### src/fdpc_pkg.sv
package fdpc_pkg;

	// byte values: sync received, marker sent, duty after reset
	localparam logic signed [7:0] SYNC_BYTE = -8'sd86;
	localparam logic [7:0] MARKER_BYTE = 8'd2;
	localparam logic [7:0] DUTY_RESET = 8'd120;

	// membership breakpoints
	localparam int BP_NB = -15;
	localparam int BP_NM = -10;
	localparam int BP_NS = -7;
	localparam int BP_ZL = -2;
	localparam int BP_ZR = 2;
	localparam int BP_PS = 7;
	localparam int BP_PM = 10;
	localparam int BP_PB = 15;

	// unsigned q1.15 full scale
	localparam logic [15:0] ONE_Q15 = 16'd32768;

	// fuzzy set slots
	localparam int NUM_SETS = 5;
	localparam int SET_NB = 0;
	localparam int SET_NS = 1;
	localparam int SET_ZE = 2;
	localparam int SET_PS = 3;
	localparam int SET_PB = 4;

	// configuration register indexes
	localparam int CFG_IDX_W = 3;
	localparam logic [CFG_IDX_W-1:0] REG_CENTRE_NB = 3'd0;
	localparam logic [CFG_IDX_W-1:0] REG_CENTRE_NS = 3'd1;
	localparam logic [CFG_IDX_W-1:0] REG_CENTRE_ZE = 3'd2;
	localparam logic [CFG_IDX_W-1:0] REG_CENTRE_PS = 3'd3;
	localparam logic [CFG_IDX_W-1:0] REG_CENTRE_PB = 3'd4;
	localparam logic [CFG_IDX_W-1:0] REG_PWM_FLOOR = 3'd5;
	localparam logic [CFG_IDX_W-1:0] REG_PWM_CEIL = 3'd6;

	// divider sizes: magnitude of 256*sum, sum of degrees, quotient
	localparam int NUM_W = 34;
	localparam int DEN_W = 18;
	localparam int QUO_W = 16;
	localparam int DIV_CNT_W = 5;

	typedef logic [NUM_SETS-1:0][15:0] deg_vec_t;

	typedef struct packed {
		logic [NUM_SETS-1:0][7:0] centre;
		logic [7:0] pwm_floor;
		logic [7:0] pwm_ceiling;
	} cfg_t;

	typedef struct packed {
		logic signed [7:0] left_err;
		logic signed [7:0] right_err;
	} job_t;

	typedef enum logic [2:0] {
		BK_IDLE,
		BK_LOAD,
		BK_MAC,
		BK_DIV,
		BK_UPD,
		BK_EMIT
	} bk_state_t;

	// k/5 in q1.15, saturated at one
	function automatic logic [15:0] frac5(input logic [7:0] k);
		logic [15:0] r;
		case (k)
			8'd0: r = 16'd0;
			8'd1: r = 16'd6553;
			8'd2: r = 16'd13107;
			8'd3: r = 16'd19660;
			8'd4: r = 16'd26214;
			default: r = ONE_Q15;
		endcase
		return r;
	endfunction

	// k/3 in q1.15
	function automatic logic [15:0] frac3(input logic [7:0] k);
		logic [15:0] r;
		case (k)
			8'd0: r = 16'd0;
			8'd1: r = 16'd10922;
			8'd2: r = 16'd21845;
			default: r = ONE_Q15;
		endcase
		return r;
	endfunction

	// k/7 in q1.15
	function automatic logic [15:0] frac7(input logic [7:0] k);
		logic [15:0] r;
		case (k)
			8'd0: r = 16'd0;
			8'd1: r = 16'd4681;
			8'd2: r = 16'd9362;
			8'd3: r = 16'd14043;
			8'd4: r = 16'd18724;
			8'd5: r = 16'd23405;
			8'd6: r = 16'd28086;
			default: r = ONE_Q15;
		endcase
		return r;
	endfunction

	// k/2 in q1.15
	function automatic logic [15:0] frac2(input logic [7:0] k);
		logic [15:0] r;
		case (k)
			8'd0: r = 16'd0;
			8'd1: r = 16'd16384;
			default: r = ONE_Q15;
		endcase
		return r;
	endfunction

	// membership degrees of one error value
	function automatic deg_vec_t fdpc_degrees(input logic signed [7:0] e);
		deg_vec_t d;
		logic signed [8:0] ew;
		ew = {e[7], e};
		d = '0;
		if (ew <= BP_NM)
			d[SET_NB] = frac5(8'(BP_NM - ew));
		if (ew >= BP_NM && ew <= BP_NS)
			d[SET_NS] = frac3(8'(ew - BP_NM));
		else if (ew >= BP_NS && ew <= 0)
			d[SET_NS] = frac7(8'(-ew));
		if (ew >= BP_ZL && ew <= 0)
			d[SET_ZE] = frac2(8'(ew - BP_ZL));
		else if (ew > 0 && ew <= BP_ZR)
			d[SET_ZE] = frac2(8'(BP_ZR - ew));
		if (ew >= 0 && ew <= BP_PS)
			d[SET_PS] = frac7(8'(ew));
		else if (ew > BP_PS && ew <= BP_PM)
			d[SET_PS] = frac3(8'(BP_PM - ew));
		if (ew >= BP_PM)
			d[SET_PB] = frac5(8'(ew - BP_PM));
		return d;
	endfunction

endpackage

### src/fdpc_if.sv
interface fdpc_rx_if;
	logic valid;
	logic ready;
	logic signed [7:0] rx_byte;
	modport source(output valid, output rx_byte, input ready);
	modport sink(input valid, input rx_byte, output ready);
endinterface

interface fdpc_tx_if;
	logic valid;
	logic ready;
	logic [7:0] tx_byte;
	logic last_of_frame;
	modport source(output valid, output tx_byte, output last_of_frame, input ready);
	modport sink(input valid, input tx_byte, input last_of_frame, output ready);
endinterface

interface fdpc_cfg_if;
	import fdpc_pkg::*;
	logic valid;
	logic ready;
	logic [CFG_IDX_W-1:0] index;
	logic [7:0] data;
	modport source(output valid, output index, output data, input ready);
	modport sink(input valid, input index, input data, output ready);
endinterface

### src/fuzzy_dual_pwm_controller.sv
// channel  dir  payload                      handshake
// rx       in   rx_byte (8 bit signed)       valid/ready, beat on both high
// tx       out  tx_byte, last_of_frame       valid/ready, beat on both high
// cfg      in   index (3 bit), data (8 bit)  valid/ready, ready always high
//
// a byte that only moves the arm flags queues nothing; the right error byte
// queues a job, and the back end takes one job at a time, running the 16-step
// divider at most once per channel plus a multiply-accumulate over five sets
// reset restores the centres, clamp limits, duties of 120 and clears the arm flags
// rx stalls only when JOB_DEPTH jobs wait; a stalled tx holds the back end
module fuzzy_dual_pwm_controller #(
	parameter int JOB_DEPTH = 2
) (
	input  logic clk,
	input  logic arst_n,
	fdpc_rx_if.sink rx,
	fdpc_tx_if.source tx,
	fdpc_cfg_if.sink cfg
);
	import fdpc_pkg::*;

	cfg_t cfg_q;
	logic push_valid;
	logic push_ready;
	job_t push_job;
	logic pop_valid;
	logic pop_ready;
	job_t pop_job;

	assign cfg.ready = 1'b1;

	// configuration registers
	always_ff @(posedge clk or negedge arst_n) begin
		if (!arst_n) begin
			cfg_q.centre[SET_NB] <= 8'hF3;
			cfg_q.centre[SET_NS] <= 8'hFB;
			cfg_q.centre[SET_ZE] <= 8'h00;
			cfg_q.centre[SET_PS] <= 8'h0A;
			cfg_q.centre[SET_PB] <= 8'h13;
			cfg_q.pwm_floor <= 8'd6;
			cfg_q.pwm_ceiling <= 8'd139;
		end else if (cfg.valid) begin
			case (cfg.index)
				REG_CENTRE_NB: cfg_q.centre[SET_NB] <= cfg.data;
				REG_CENTRE_NS: cfg_q.centre[SET_NS] <= cfg.data;
				REG_CENTRE_ZE: cfg_q.centre[SET_ZE] <= cfg.data;
				REG_CENTRE_PS: cfg_q.centre[SET_PS] <= cfg.data;
				REG_CENTRE_PB: cfg_q.centre[SET_PB] <= cfg.data;
				REG_PWM_FLOOR: cfg_q.pwm_floor <= cfg.data;
				REG_PWM_CEIL: cfg_q.pwm_ceiling <= cfg.data;
				default: ;
			endcase
		end
	end

	// frame parsing
	fdpc_front u_front (
		.clk(clk),
		.arst_n(arst_n),
		.rx(rx),
		.push_valid(push_valid),
		.push_ready(push_ready),
		.push_job(push_job)
	);

	// pending update jobs
	fdpc_queue #(
		.DEPTH(JOB_DEPTH)
	) u_queue (
		.clk(clk),
		.arst_n(arst_n),
		.push_valid(push_valid),
		.push_ready(push_ready),
		.push_job(push_job),
		.pop_valid(pop_valid),
		.pop_ready(pop_ready),
		.pop_job(pop_job)
	);

	// fuzzy engine and output beats
	fdpc_back u_back (
		.clk(clk),
		.arst_n(arst_n),
		.cfg_regs(cfg_q),
		.job_valid(pop_valid),
		.job_ready(pop_ready),
		.job(pop_job),
		.tx(tx)
	);
endmodule

### src/fdpc_div.sv
module fdpc_div (
	input  logic clk,
	input  logic arst_n,
	input  logic start,
	input  logic [fdpc_pkg::NUM_W-1:0] dividend,
	input  logic [fdpc_pkg::DEN_W-1:0] divisor,
	output logic done,
	output logic [fdpc_pkg::QUO_W-1:0] quotient
);
	import fdpc_pkg::*;

	logic [DEN_W-1:0] rem_q;
	logic [DEN_W-1:0] dsr_q;
	logic [QUO_W-1:0] quo_q;
	logic [DIV_CNT_W-1:0] cnt_q;
	logic busy_q;
	logic done_q;
	logic [DEN_W:0] shifted;
	logic [DEN_W+1:0] trial;

	// one restoring step: bring in next dividend bit, try subtract
	assign shifted = {rem_q, quo_q[QUO_W-1]};
	assign trial = {1'b0, shifted} - {2'b00, dsr_q};

	// quotient is known to fit, so the upper dividend bits start below the divisor
	always_ff @(posedge clk) begin
		if (start) begin
			rem_q <= dividend[NUM_W-1:QUO_W];
			quo_q <= dividend[QUO_W-1:0];
			dsr_q <= divisor;
		end else if (busy_q) begin
			if (!trial[DEN_W+1]) begin
				rem_q <= trial[DEN_W-1:0];
				quo_q <= {quo_q[QUO_W-2:0], 1'b1};
			end else begin
				rem_q <= shifted[DEN_W-1:0];
				quo_q <= {quo_q[QUO_W-2:0], 1'b0};
			end
		end
	end

	// step counter and status
	always_ff @(posedge clk or negedge arst_n) begin
		if (!arst_n) begin
			cnt_q <= '0;
			busy_q <= 1'b0;
			done_q <= 1'b0;
		end else if (start) begin
			cnt_q <= '0;
			busy_q <= 1'b1;
			done_q <= 1'b0;
		end else if (busy_q) begin
			cnt_q <= cnt_q + 1'b1;
			if (cnt_q == DIV_CNT_W'(QUO_W - 1)) begin
				busy_q <= 1'b0;
				done_q <= 1'b1;
			end
		end
	end

	assign done = done_q;
	assign quotient = quo_q;
endmodule

### src/fdpc_front.sv
module fdpc_front (
	input  logic clk,
	input  logic arst_n,
	fdpc_rx_if.sink rx,
	output logic push_valid,
	input  logic push_ready,
	output fdpc_pkg::job_t push_job
);
	import fdpc_pkg::*;

	logic left_armed_q;
	logic right_armed_q;
	logic signed [7:0] left_error_q;
	logic is_sync;
	logic accept;
	logic signed [7:0] half_err;

	assign is_sync = (rx.rx_byte == SYNC_BYTE);
	assign accept = rx.valid && rx.ready;
	assign rx.ready = push_ready;

	// halve toward zero
	assign half_err = (rx.rx_byte + $signed({7'd0, rx.rx_byte[7]})) >>> 1;

	// a right error byte completes the frame
	assign push_valid = rx.valid && !is_sync && right_armed_q;
	assign push_job = '{left_err: left_error_q, right_err: half_err};

	// arm flags and kept left error
	always_ff @(posedge clk or negedge arst_n) begin
		if (!arst_n) begin
			left_armed_q <= 1'b0;
			right_armed_q <= 1'b0;
			left_error_q <= '0;
		end else if (accept) begin
			if (!is_sync && right_armed_q) begin
				right_armed_q <= 1'b0;
			end else if (!is_sync && left_armed_q) begin
				left_error_q <= rx.rx_byte;
				left_armed_q <= 1'b0;
				right_armed_q <= 1'b1;
			end else if (is_sync) begin
				left_armed_q <= 1'b1;
			end
		end
	end
endmodule

### src/fdpc_queue.sv
module fdpc_queue #(
	parameter int DEPTH = 2
) (
	input  logic clk,
	input  logic arst_n,
	input  logic push_valid,
	output logic push_ready,
	input  fdpc_pkg::job_t push_job,
	output logic pop_valid,
	input  logic pop_ready,
	output fdpc_pkg::job_t pop_job
);
	import fdpc_pkg::*;

	localparam int PTR_W = (DEPTH > 1) ? $clog2(DEPTH) : 1;
	localparam int CNT_W = $clog2(DEPTH + 1);

	job_t mem_q [DEPTH];
	logic [PTR_W-1:0] wr_ptr_q;
	logic [PTR_W-1:0] rd_ptr_q;
	logic [CNT_W-1:0] count_q;
	logic do_push;
	logic do_pop;

	assign push_ready = (count_q != CNT_W'(DEPTH));
	assign pop_valid = (count_q != '0);
	assign do_push = push_valid && push_ready;
	assign do_pop = pop_valid && pop_ready;
	assign pop_job = mem_q[rd_ptr_q];

	// job storage
	always_ff @(posedge clk) begin
		if (do_push)
			mem_q[wr_ptr_q] <= push_job;
	end

	// pointers and fill level
	always_ff @(posedge clk or negedge arst_n) begin
		if (!arst_n) begin
			wr_ptr_q <= '0;
			rd_ptr_q <= '0;
			count_q <= '0;
		end else begin
			if (do_push)
				wr_ptr_q <= (wr_ptr_q == PTR_W'(DEPTH - 1)) ? '0 : wr_ptr_q + 1'b1;
			if (do_pop)
				rd_ptr_q <= (rd_ptr_q == PTR_W'(DEPTH - 1)) ? '0 : rd_ptr_q + 1'b1;
			if (do_push && !do_pop)
				count_q <= count_q + 1'b1;
			else if (do_pop && !do_push)
				count_q <= count_q - 1'b1;
		end
	end
endmodule

### src/fdpc_back.sv
module fdpc_back (
	input  logic clk,
	input  logic arst_n,
	input  fdpc_pkg::cfg_t cfg_regs,
	input  logic job_valid,
	output logic job_ready,
	input  fdpc_pkg::job_t job,
	fdpc_tx_if.source tx
);
	import fdpc_pkg::*;

	bk_state_t state_q, state_d;

	logic signed [7:0] err_l_q;
	logic signed [7:0] err_r_q;
	logic chan_q;
	deg_vec_t dg_q;
	logic [DEN_W-1:0] den_q;
	logic [2:0] step_q;
	logic signed [24:0] prod_s1;
	logic signed [26:0] acc_q;
	logic neg_q;
	logic [7:0] duty_l_q;
	logic [7:0] duty_r_q;
	logic out_valid_q;
	logic [7:0] out_byte_q;
	logic out_last_q;
	logic [1:0] beat_q;

	logic signed [7:0] e_cur;
	deg_vec_t dg_now;
	logic [DEN_W-1:0] den_now;
	logic [15:0] dg_sel;
	logic signed [7:0] cen_sel;
	logic signed [24:0] prod_c;
	logic signed [26:0] acc_sum;
	logic [26:0] acc_mag;
	logic div_start;
	logic div_done;
	logic [QUO_W-1:0] div_quo;
	logic signed [16:0] corr;
	logic [7:0] duty_cur;
	logic signed [18:0] total_raw;
	logic signed [10:0] total;
	logic [7:0] duty_new;
	logic mac_last;

	// fuzzify the error of the channel in work
	assign e_cur = chan_q ? err_r_q : err_l_q;
	assign dg_now = fdpc_degrees(e_cur);
	assign den_now = DEN_W'(dg_now[SET_NB]) + DEN_W'(dg_now[SET_NS]) + DEN_W'(dg_now[SET_ZE])
		+ DEN_W'(dg_now[SET_PS]) + DEN_W'(dg_now[SET_PB]);

	// select one set per multiply-accumulate step
	always_comb begin
		case (step_q)
			3'd0: begin dg_sel = dg_q[SET_NB]; cen_sel = $signed(cfg_regs.centre[SET_NB]); end
			3'd1: begin dg_sel = dg_q[SET_NS]; cen_sel = $signed(cfg_regs.centre[SET_NS]); end
			3'd2: begin dg_sel = dg_q[SET_ZE]; cen_sel = $signed(cfg_regs.centre[SET_ZE]); end
			3'd3: begin dg_sel = dg_q[SET_PS]; cen_sel = $signed(cfg_regs.centre[SET_PS]); end
			3'd4: begin dg_sel = dg_q[SET_PB]; cen_sel = $signed(cfg_regs.centre[SET_PB]); end
			default: begin dg_sel = '0; cen_sel = '0; end
		endcase
	end

	assign prod_c = $signed({1'b0, dg_sel}) * cen_sel;
	assign acc_sum = acc_q + {{2{prod_s1[24]}}, prod_s1};
	assign acc_mag = acc_sum[26] ? 27'(-acc_sum) : acc_sum;
	assign mac_last = (step_q == 3'(NUM_SETS));

	// 256*|sum| over sum of degrees
	fdpc_div u_div (
		.clk(clk),
		.arst_n(arst_n),
		.start(div_start),
		.dividend({acc_mag[25:0], 8'd0}),
		.divisor(den_q),
		.done(div_done),
		.quotient(div_quo)
	);

	// signed correction, zero for an empty sum
	always_comb begin
		if (den_q == '0)
			corr = '0;
		else if (neg_q)
			corr = -$signed({1'b0, div_quo});
		else
			corr = $signed({1'b0, div_quo});
	end

	// new duty: truncate toward zero, then clamp ceiling first
	assign duty_cur = chan_q ? duty_r_q : duty_l_q;
	assign total_raw = $signed({3'd0, duty_cur, 8'd0}) + {{2{corr[16]}}, corr};
	assign total = total_raw[18] ? 11'((total_raw + 19'sd255) >>> 8) : 11'(total_raw >>> 8);

	always_comb begin
		if (total > $signed({3'd0, cfg_regs.pwm_ceiling}))
			duty_new = cfg_regs.pwm_ceiling;
		else if (total < $signed({3'd0, cfg_regs.pwm_floor}))
			duty_new = cfg_regs.pwm_floor;
		else
			duty_new = total[7:0];
	end

	// sequencer state register
	always_ff @(posedge clk or negedge arst_n) begin
		if (!arst_n)
			state_q <= BK_IDLE;
		else
			state_q <= state_d;
	end

	// next state and strobes
	always_comb begin
		state_d = state_q;
		job_ready = 1'b0;
		div_start = 1'b0;
		case (state_q)
			BK_IDLE: begin
				job_ready = 1'b1;
				if (job_valid)
					state_d = BK_LOAD;
			end
			BK_LOAD: state_d = BK_MAC;
			BK_MAC: begin
				if (mac_last) begin
					if (den_q != '0) begin
						div_start = 1'b1;
						state_d = BK_DIV;
					end else begin
						state_d = BK_UPD;
					end
				end
			end
			BK_DIV: begin
				if (div_done)
					state_d = BK_UPD;
			end
			BK_UPD: state_d = chan_q ? BK_EMIT : BK_LOAD;
			BK_EMIT: begin
				if (tx.ready && beat_q == 2'd2)
					state_d = BK_IDLE;
			end
			default: state_d = BK_IDLE;
		endcase
	end

	// arithmetic datapath
	always_ff @(posedge clk) begin
		case (state_q)
			BK_IDLE: begin
				if (job_valid) begin
					err_l_q <= job.left_err;
					err_r_q <= job.right_err;
				end
			end
			BK_LOAD: begin
				dg_q <= dg_now;
				den_q <= den_now;
				acc_q <= '0;
			end
			BK_MAC: begin
				prod_s1 <= prod_c;
				if (step_q != '0)
					acc_q <= acc_sum;
				if (mac_last)
					neg_q <= acc_sum[26];
			end
			default: ;
		endcase
	end

	// channel, step, kept duties and output beats
	always_ff @(posedge clk or negedge arst_n) begin
		if (!arst_n) begin
			chan_q <= 1'b0;
			step_q <= '0;
			duty_l_q <= DUTY_RESET;
			duty_r_q <= DUTY_RESET;
			out_valid_q <= 1'b0;
			out_byte_q <= '0;
			out_last_q <= 1'b0;
			beat_q <= '0;
		end else begin
			case (state_q)
				BK_IDLE: chan_q <= 1'b0;
				BK_LOAD: step_q <= '0;
				BK_MAC: step_q <= step_q + 1'b1;
				BK_UPD: begin
					if (!chan_q) begin
						duty_l_q <= duty_new;
						chan_q <= 1'b1;
					end else begin
						duty_r_q <= duty_new;
						out_valid_q <= 1'b1;
						out_byte_q <= MARKER_BYTE;
						out_last_q <= 1'b0;
						beat_q <= 2'd0;
					end
				end
				BK_EMIT: begin
					if (tx.ready) begin
						case (beat_q)
							2'd0: begin
								out_byte_q <= duty_l_q;
								beat_q <= 2'd1;
							end
							2'd1: begin
								out_byte_q <= duty_r_q;
								out_last_q <= 1'b1;
								beat_q <= 2'd2;
							end
							default: out_valid_q <= 1'b0;
						endcase
					end
				end
				default: ;
			endcase
		end
	end

	assign tx.valid = out_valid_q;
	assign tx.tx_byte = out_byte_q;
	assign tx.last_of_frame = out_last_q;
endmodule

### src/flat_wrapper.sv
// flat-port wrapper written by rule: the top's interface ports become plain ports
module fuzzy_dual_pwm_controller_flat import fdpc_pkg::*;
#(
	parameter int JOB_DEPTH = 2
)
  (clk, arst_n, rx_valid, rx_rx_byte, rx_ready, tx_valid, tx_tx_byte, tx_last_of_frame, tx_ready, cfg_valid, cfg_index, cfg_data, cfg_ready);
  fdpc_rx_if rx_i ();
  fdpc_tx_if tx_i ();
  fdpc_cfg_if cfg_i ();
  input  logic clk;
  input  logic arst_n;
  input wire logic [$bits(rx_i.valid)-1:0] rx_valid;
  input wire logic [$bits(rx_i.rx_byte)-1:0] rx_rx_byte;
  output wire logic [$bits(rx_i.ready)-1:0] rx_ready;
  output wire logic [$bits(tx_i.valid)-1:0] tx_valid;
  output wire logic [$bits(tx_i.tx_byte)-1:0] tx_tx_byte;
  output wire logic [$bits(tx_i.last_of_frame)-1:0] tx_last_of_frame;
  input wire logic [$bits(tx_i.ready)-1:0] tx_ready;
  input wire logic [$bits(cfg_i.valid)-1:0] cfg_valid;
  input wire logic [$bits(cfg_i.index)-1:0] cfg_index;
  input wire logic [$bits(cfg_i.data)-1:0] cfg_data;
  output wire logic [$bits(cfg_i.ready)-1:0] cfg_ready;
  assign rx_i.valid = rx_valid;
  assign rx_i.rx_byte = rx_rx_byte;
  assign rx_ready = rx_i.ready;
  assign tx_valid = tx_i.valid;
  assign tx_tx_byte = tx_i.tx_byte;
  assign tx_last_of_frame = tx_i.last_of_frame;
  assign tx_i.ready = tx_ready;
  assign cfg_i.valid = cfg_valid;
  assign cfg_i.index = cfg_index;
  assign cfg_i.data = cfg_data;
  assign cfg_ready = cfg_i.ready;
  fuzzy_dual_pwm_controller #(.JOB_DEPTH(JOB_DEPTH)) u_core (.clk(clk), .arst_n(arst_n), .rx(rx_i), .tx(tx_i), .cfg(cfg_i));
endmodule
### config.mk
export PLATFORM = sky130hd
export DESIGN_NAME = fuzzy_dual_pwm_controller_flat
export DESIGN_NICKNAME = d
export VERILOG_FILES = /design/src/fdpc_pkg.sv /design/src/fdpc_if.sv /design/src/fuzzy_dual_pwm_controller.sv /design/src/fdpc_div.sv /design/src/fdpc_front.sv /design/src/fdpc_queue.sv /design/src/fdpc_back.sv /design/src/flat_wrapper.sv
export SDC_FILE = /design/constraint.sdc
export NUM_CORES = 1
export LEC_CHECK = 0
export BUFFER_PORTS_ARGS = -buffer_cell sky130_fd_sc_hd__buf_2
export CORE_UTILIZATION = 50
export DETAILED_ROUTE_END_ITERATION = 10
export PLACE_DENSITY = 0.67
export SETUP_SLACK_MARGIN = 0.02
export SLEW_MARGIN = 15
export SYNTH_ARGS = -nofsm -noshare
export SYNTH_HDL_FRONTEND = slang
export SYNTH_HIERARCHICAL = 1
export SYNTH_SLANG_ARGS = --single-unit
export TNS_END_PERCENT = 50
### constraint.sdc
create_clock -name clk -period 15.1 [get_ports clk]
set_input_delay 1.51 -clock clk [delete_from_list [all_inputs] [get_ports clk]]
set_output_delay 1.51 -clock clk [all_outputs]
set_load 0.05 [all_outputs]
==> metrics <==
status=finished clean; DR WL/cell=19.06 um; Synth Area in Simple Gates=0.1341; Core Area=0.04567 mm^2; Post-Syn Area per Cell=10.38 um^2; Post CTS Setup Buffer Count=0; CTS root buffer=clkbuf_16; sequential area share after synthesis=0.3758; Post-Syn Area=0.02331 mm^2; layout cells sized above 1=0.1343; element type at the critical path start=register; gp weighted congestion=0.9147; Via density=5.797; total track usage=0.2379; CTS resizes=0; Tightest Pin Transition=1.211 ns; Max-cap violations=0; Hold Path Class=reg2reg; Slew headroom=0.1924; cts bufs inserted=35; clock buffer depth=3; worst r2r src=u_core/u_back/step_q[2]; Num Clock Sinks=309; Final Hold Vio Count=0; die height=217.9 um; WHS Path Cells=0; critical path's largest stage delay=0.80 ns; Final Slew Violations=0; Primary FF master, synth=edfxtp_1; clock-pin slew on the worst setup and hold paths=0.06 ns; Critical Path Sink Type=register; Buffers on Ports=34; most common cell after layout, fill and taps aside=inv_1; Clk Latency, worst-skew pair=0.56 ns; global-route wire length before repair=89480 um; initial antenna violation count=0; Ant. Diodes=0; worst path arrival time=8.18 ns; Die X=217.9 um; FP Rows=78; drt pass-1 iters=6; io pins=36; mux contribution to synthesized area=0.06447; most frequent cells in the layout=233 x inv_1, 217 x nor2_1, 197 x edfxtp_1; Adder-Cell Fraction of Synth Area=0.1924; Post-Synth XOR/XNOR Area=0.04885; Post-route DRC=0; TritonCTS clock tree=built; post-synthesis compound-gate area fraction=0.1311; vias in the first global route=17000; crit-path most repeated cell=fa_1; flop2flop setup slack=7.22 ns; Die Area=0.04748 mm^2; maximum clock frequency=127.0 MHz; H-tree depth=2; number of synthesized register bits=309; Hold-fix buffers, CTS=0; RR Endpoint=u_core/u_back/prod_s1[24]; critical path type=reg2reg; Nets=2579; yosys warns=6; main combinational cell family by area after synthesis=adder cells; worst-path fanout max=21; CP bufs+invs=3; post-synth cell types=104; antenna viol nets, final=0; area delta synth->final=8.256%; gr ovfl total=0; EDFF count, synth=197; Post-Route WL=55160 um; crit-path cells=inv_1 > ha_1 > a222oi_1 > nand2_1 > and2_1 > fa_1 > fa_1 > fa_1 > inv_1 > fa_1 > inv_1 > ha_1 > or2_2 > a21oi_1 > a311oi_1 > o21a_1 > o21ai_0 > a311oi_1 > a2111oi_0 > a21oi_1 > xnor2_1; R2R cell count=21; final setup violating endpoints=0; setup_tns=0 ns; min-delay src=u_core/u_front/left_error_q[3]; hold endpoint=u_core/u_queue/mem_q[1][11]; Detailed Route Iter0 Violations=1327; required time worst endpoint=15.40 ns; Initial Util=0.5103; Top delay family on crit path=adder cells; slowest CP cell=dfrtp_1; routed via count=16780; post-layout minimum cycle time=7.877 ns; RSZ-0062 raised after global routing=no; Layout Skew=0.02845 ns; Detailed Place HPWL=42370 um; Post-Synthesis Cells=2245; final worst-path cycle share=0.5216; asr flop ratio synth=0.3625; largest net degree at the start of global routing=87
## flip-flops by register name, indices dropped and copies added, names as in the netlist, 2 cells and up
| register | cells |
|---|---|
| u_core/u_back/acc_q | 27 |
| u_core/u_front/left_error_q | 8 |
| u_core/u_back/beat_q | 2 |
| u_core/u_back/err_r_q | 8 |
| u_core/u_back/tx.tx_byte | 8 |
| u_core/u_back/u_div/dsr_q | 18 |
| u_core/cfg_q | 56 |
| u_core/u_back/u_div/quotient | 16 |
| u_core/u_back/step_q | 3 |
| u_core/u_back/state_q | 3 |
| u_core/u_back/u_div/cnt_q | 5 |
| u_core/u_back/err_l_q | 8 |
| u_core/u_queue/count_q | 2 |
| u_core/u_back/prod_s1 | 25 |
| u_core/u_back/duty_r_q | 8 |
| u_core/u_back/dg_q | 26 |
| u_core/u_back/duty_l_q | 8 |
| u_core/u_back/u_div/rem_q | 18 |
| u_core/u_back/den_q | 18 |
| u_core/u_queue/mem_q | 32 |
## worst max path at each step
stage	start	end	slack, ns	depth (start not counted)
floorplan	u_core/u_back/step_q[2]	u_core/u_back/prod_s1[24]	8.08	25
global placement	u_core/u_back/step_q[2]	u_core/u_back/prod_s1[24]	7.61	21
detailed placement	u_core/u_back/step_q[2]	u_core/u_back/prod_s1[24]	7.25	20
CTS	u_core/u_back/step_q[2]	u_core/u_back/prod_s1[24]	7.25	20
global route	u_core/u_back/step_q[2]	u_core/u_back/prod_s1[24]	6.70	21
finish	u_core/u_back/step_q[2]	u_core/u_back/prod_s1[24]	7.22	21
## layer usage
layer | track usage | share of wire | vias to the layer above
li1 | - | - | 8002
met1 | 0.3199 | 0.45 | 8267
met2 | 0.4021 | 0.48 | 413
met3 | 0.02497 | 0.040 | 95
met4 | 0.07552 | 0.026 | 0
met5 | 0 | 0 | -
## kinds of logic after synthesis
group	count (synthesis)
flops	309
compound gates	438
other cells	2
simple gates	634
buf+inv	312
mux	133
xor+xnor	130
fa+ha+maj	287
## cell type report
type	count	area, um^2
inverters	234	878.3
multi-input cells	1631	13350
fillers	3961	20440
clock inverters	18	190.2
well taps	600	750.7
clock buffers	45	964.7
flip-flops and latches	309	8758
repair buffers	57	340.3
## cell usage after synthesis (all sizes together), types with 26 or more instances
master | n | area (um^2)
or2 | 26 | 162.7
a21o | 29 | 217.7
nand2 | 134 | 508.0
xor2 | 42 | 367.9
ha | 168 | 2102
a21oi | 99 | 499.2
nand3 | 43 | 215.2
o21a | 29 | 217.7
o21ai | 91 | 459.2
mux2 | 110 | 1272
fa | 119 | 2382
clkbuf | 57 | 215.2
nor3 | 41 | 210.2
xnor2 | 88 | 770.7
and2 | 32 | 200.2
inv | 233 | 874.6
edfxtp | 197 | 5916
dfrtp | 80 | 2002
nor2 | 218 | 820.8
dfstp | 32 | 840.8
## worst reg2reg max path, cell delays in order, from the launching register on
cell       delay [ns]
dfrtp_1          0.80
inv_1            0.15
ha_1             0.52
a222oi_1         0.52
nand2_1          0.46
and2_1           0.32
fa_1             0.51
fa_1             0.52
fa_1             0.55
inv_1            0.06
fa_1             0.54
inv_1            0.05
ha_1             0.34
or2_2            0.29
a21oi_1          0.23
a311oi_1         0.10
o21a_1           0.21
o21ai_0          0.29
a311oi_1         0.14
a2111oi_0        0.67
a21oi_1          0.18
xnor2_1          0.17
## metrics by stage
| step | util | std cells | setup slack (ns) | cell area (um^2) | hold slack, ns |
|---|---|---|---|---|---|
| floorplan | - | 2252 | 8.084 | 23330 | 0.4268 |
| CTS | 0.5524 | 2893 | 7.249 | 25230 | 0.4491 |
| finish | 0.5525 | 2894 | 7.223 | 25230 | 0.4523 |
| detailed placement | 0.5271 | 2830 | 7.254 | 24070 | 0.4370 |
| global route | 0.5525 | 2894 | 6.705 | 25230 | 0.4692 |
| global placement | 0.5270 | 2829 | 7.610 | 24070 | 0.4344 |
Power is left out: the tool's default activity adds up to more than one toggle a clock period on the data nets, which glitch-free logic cannot reach.
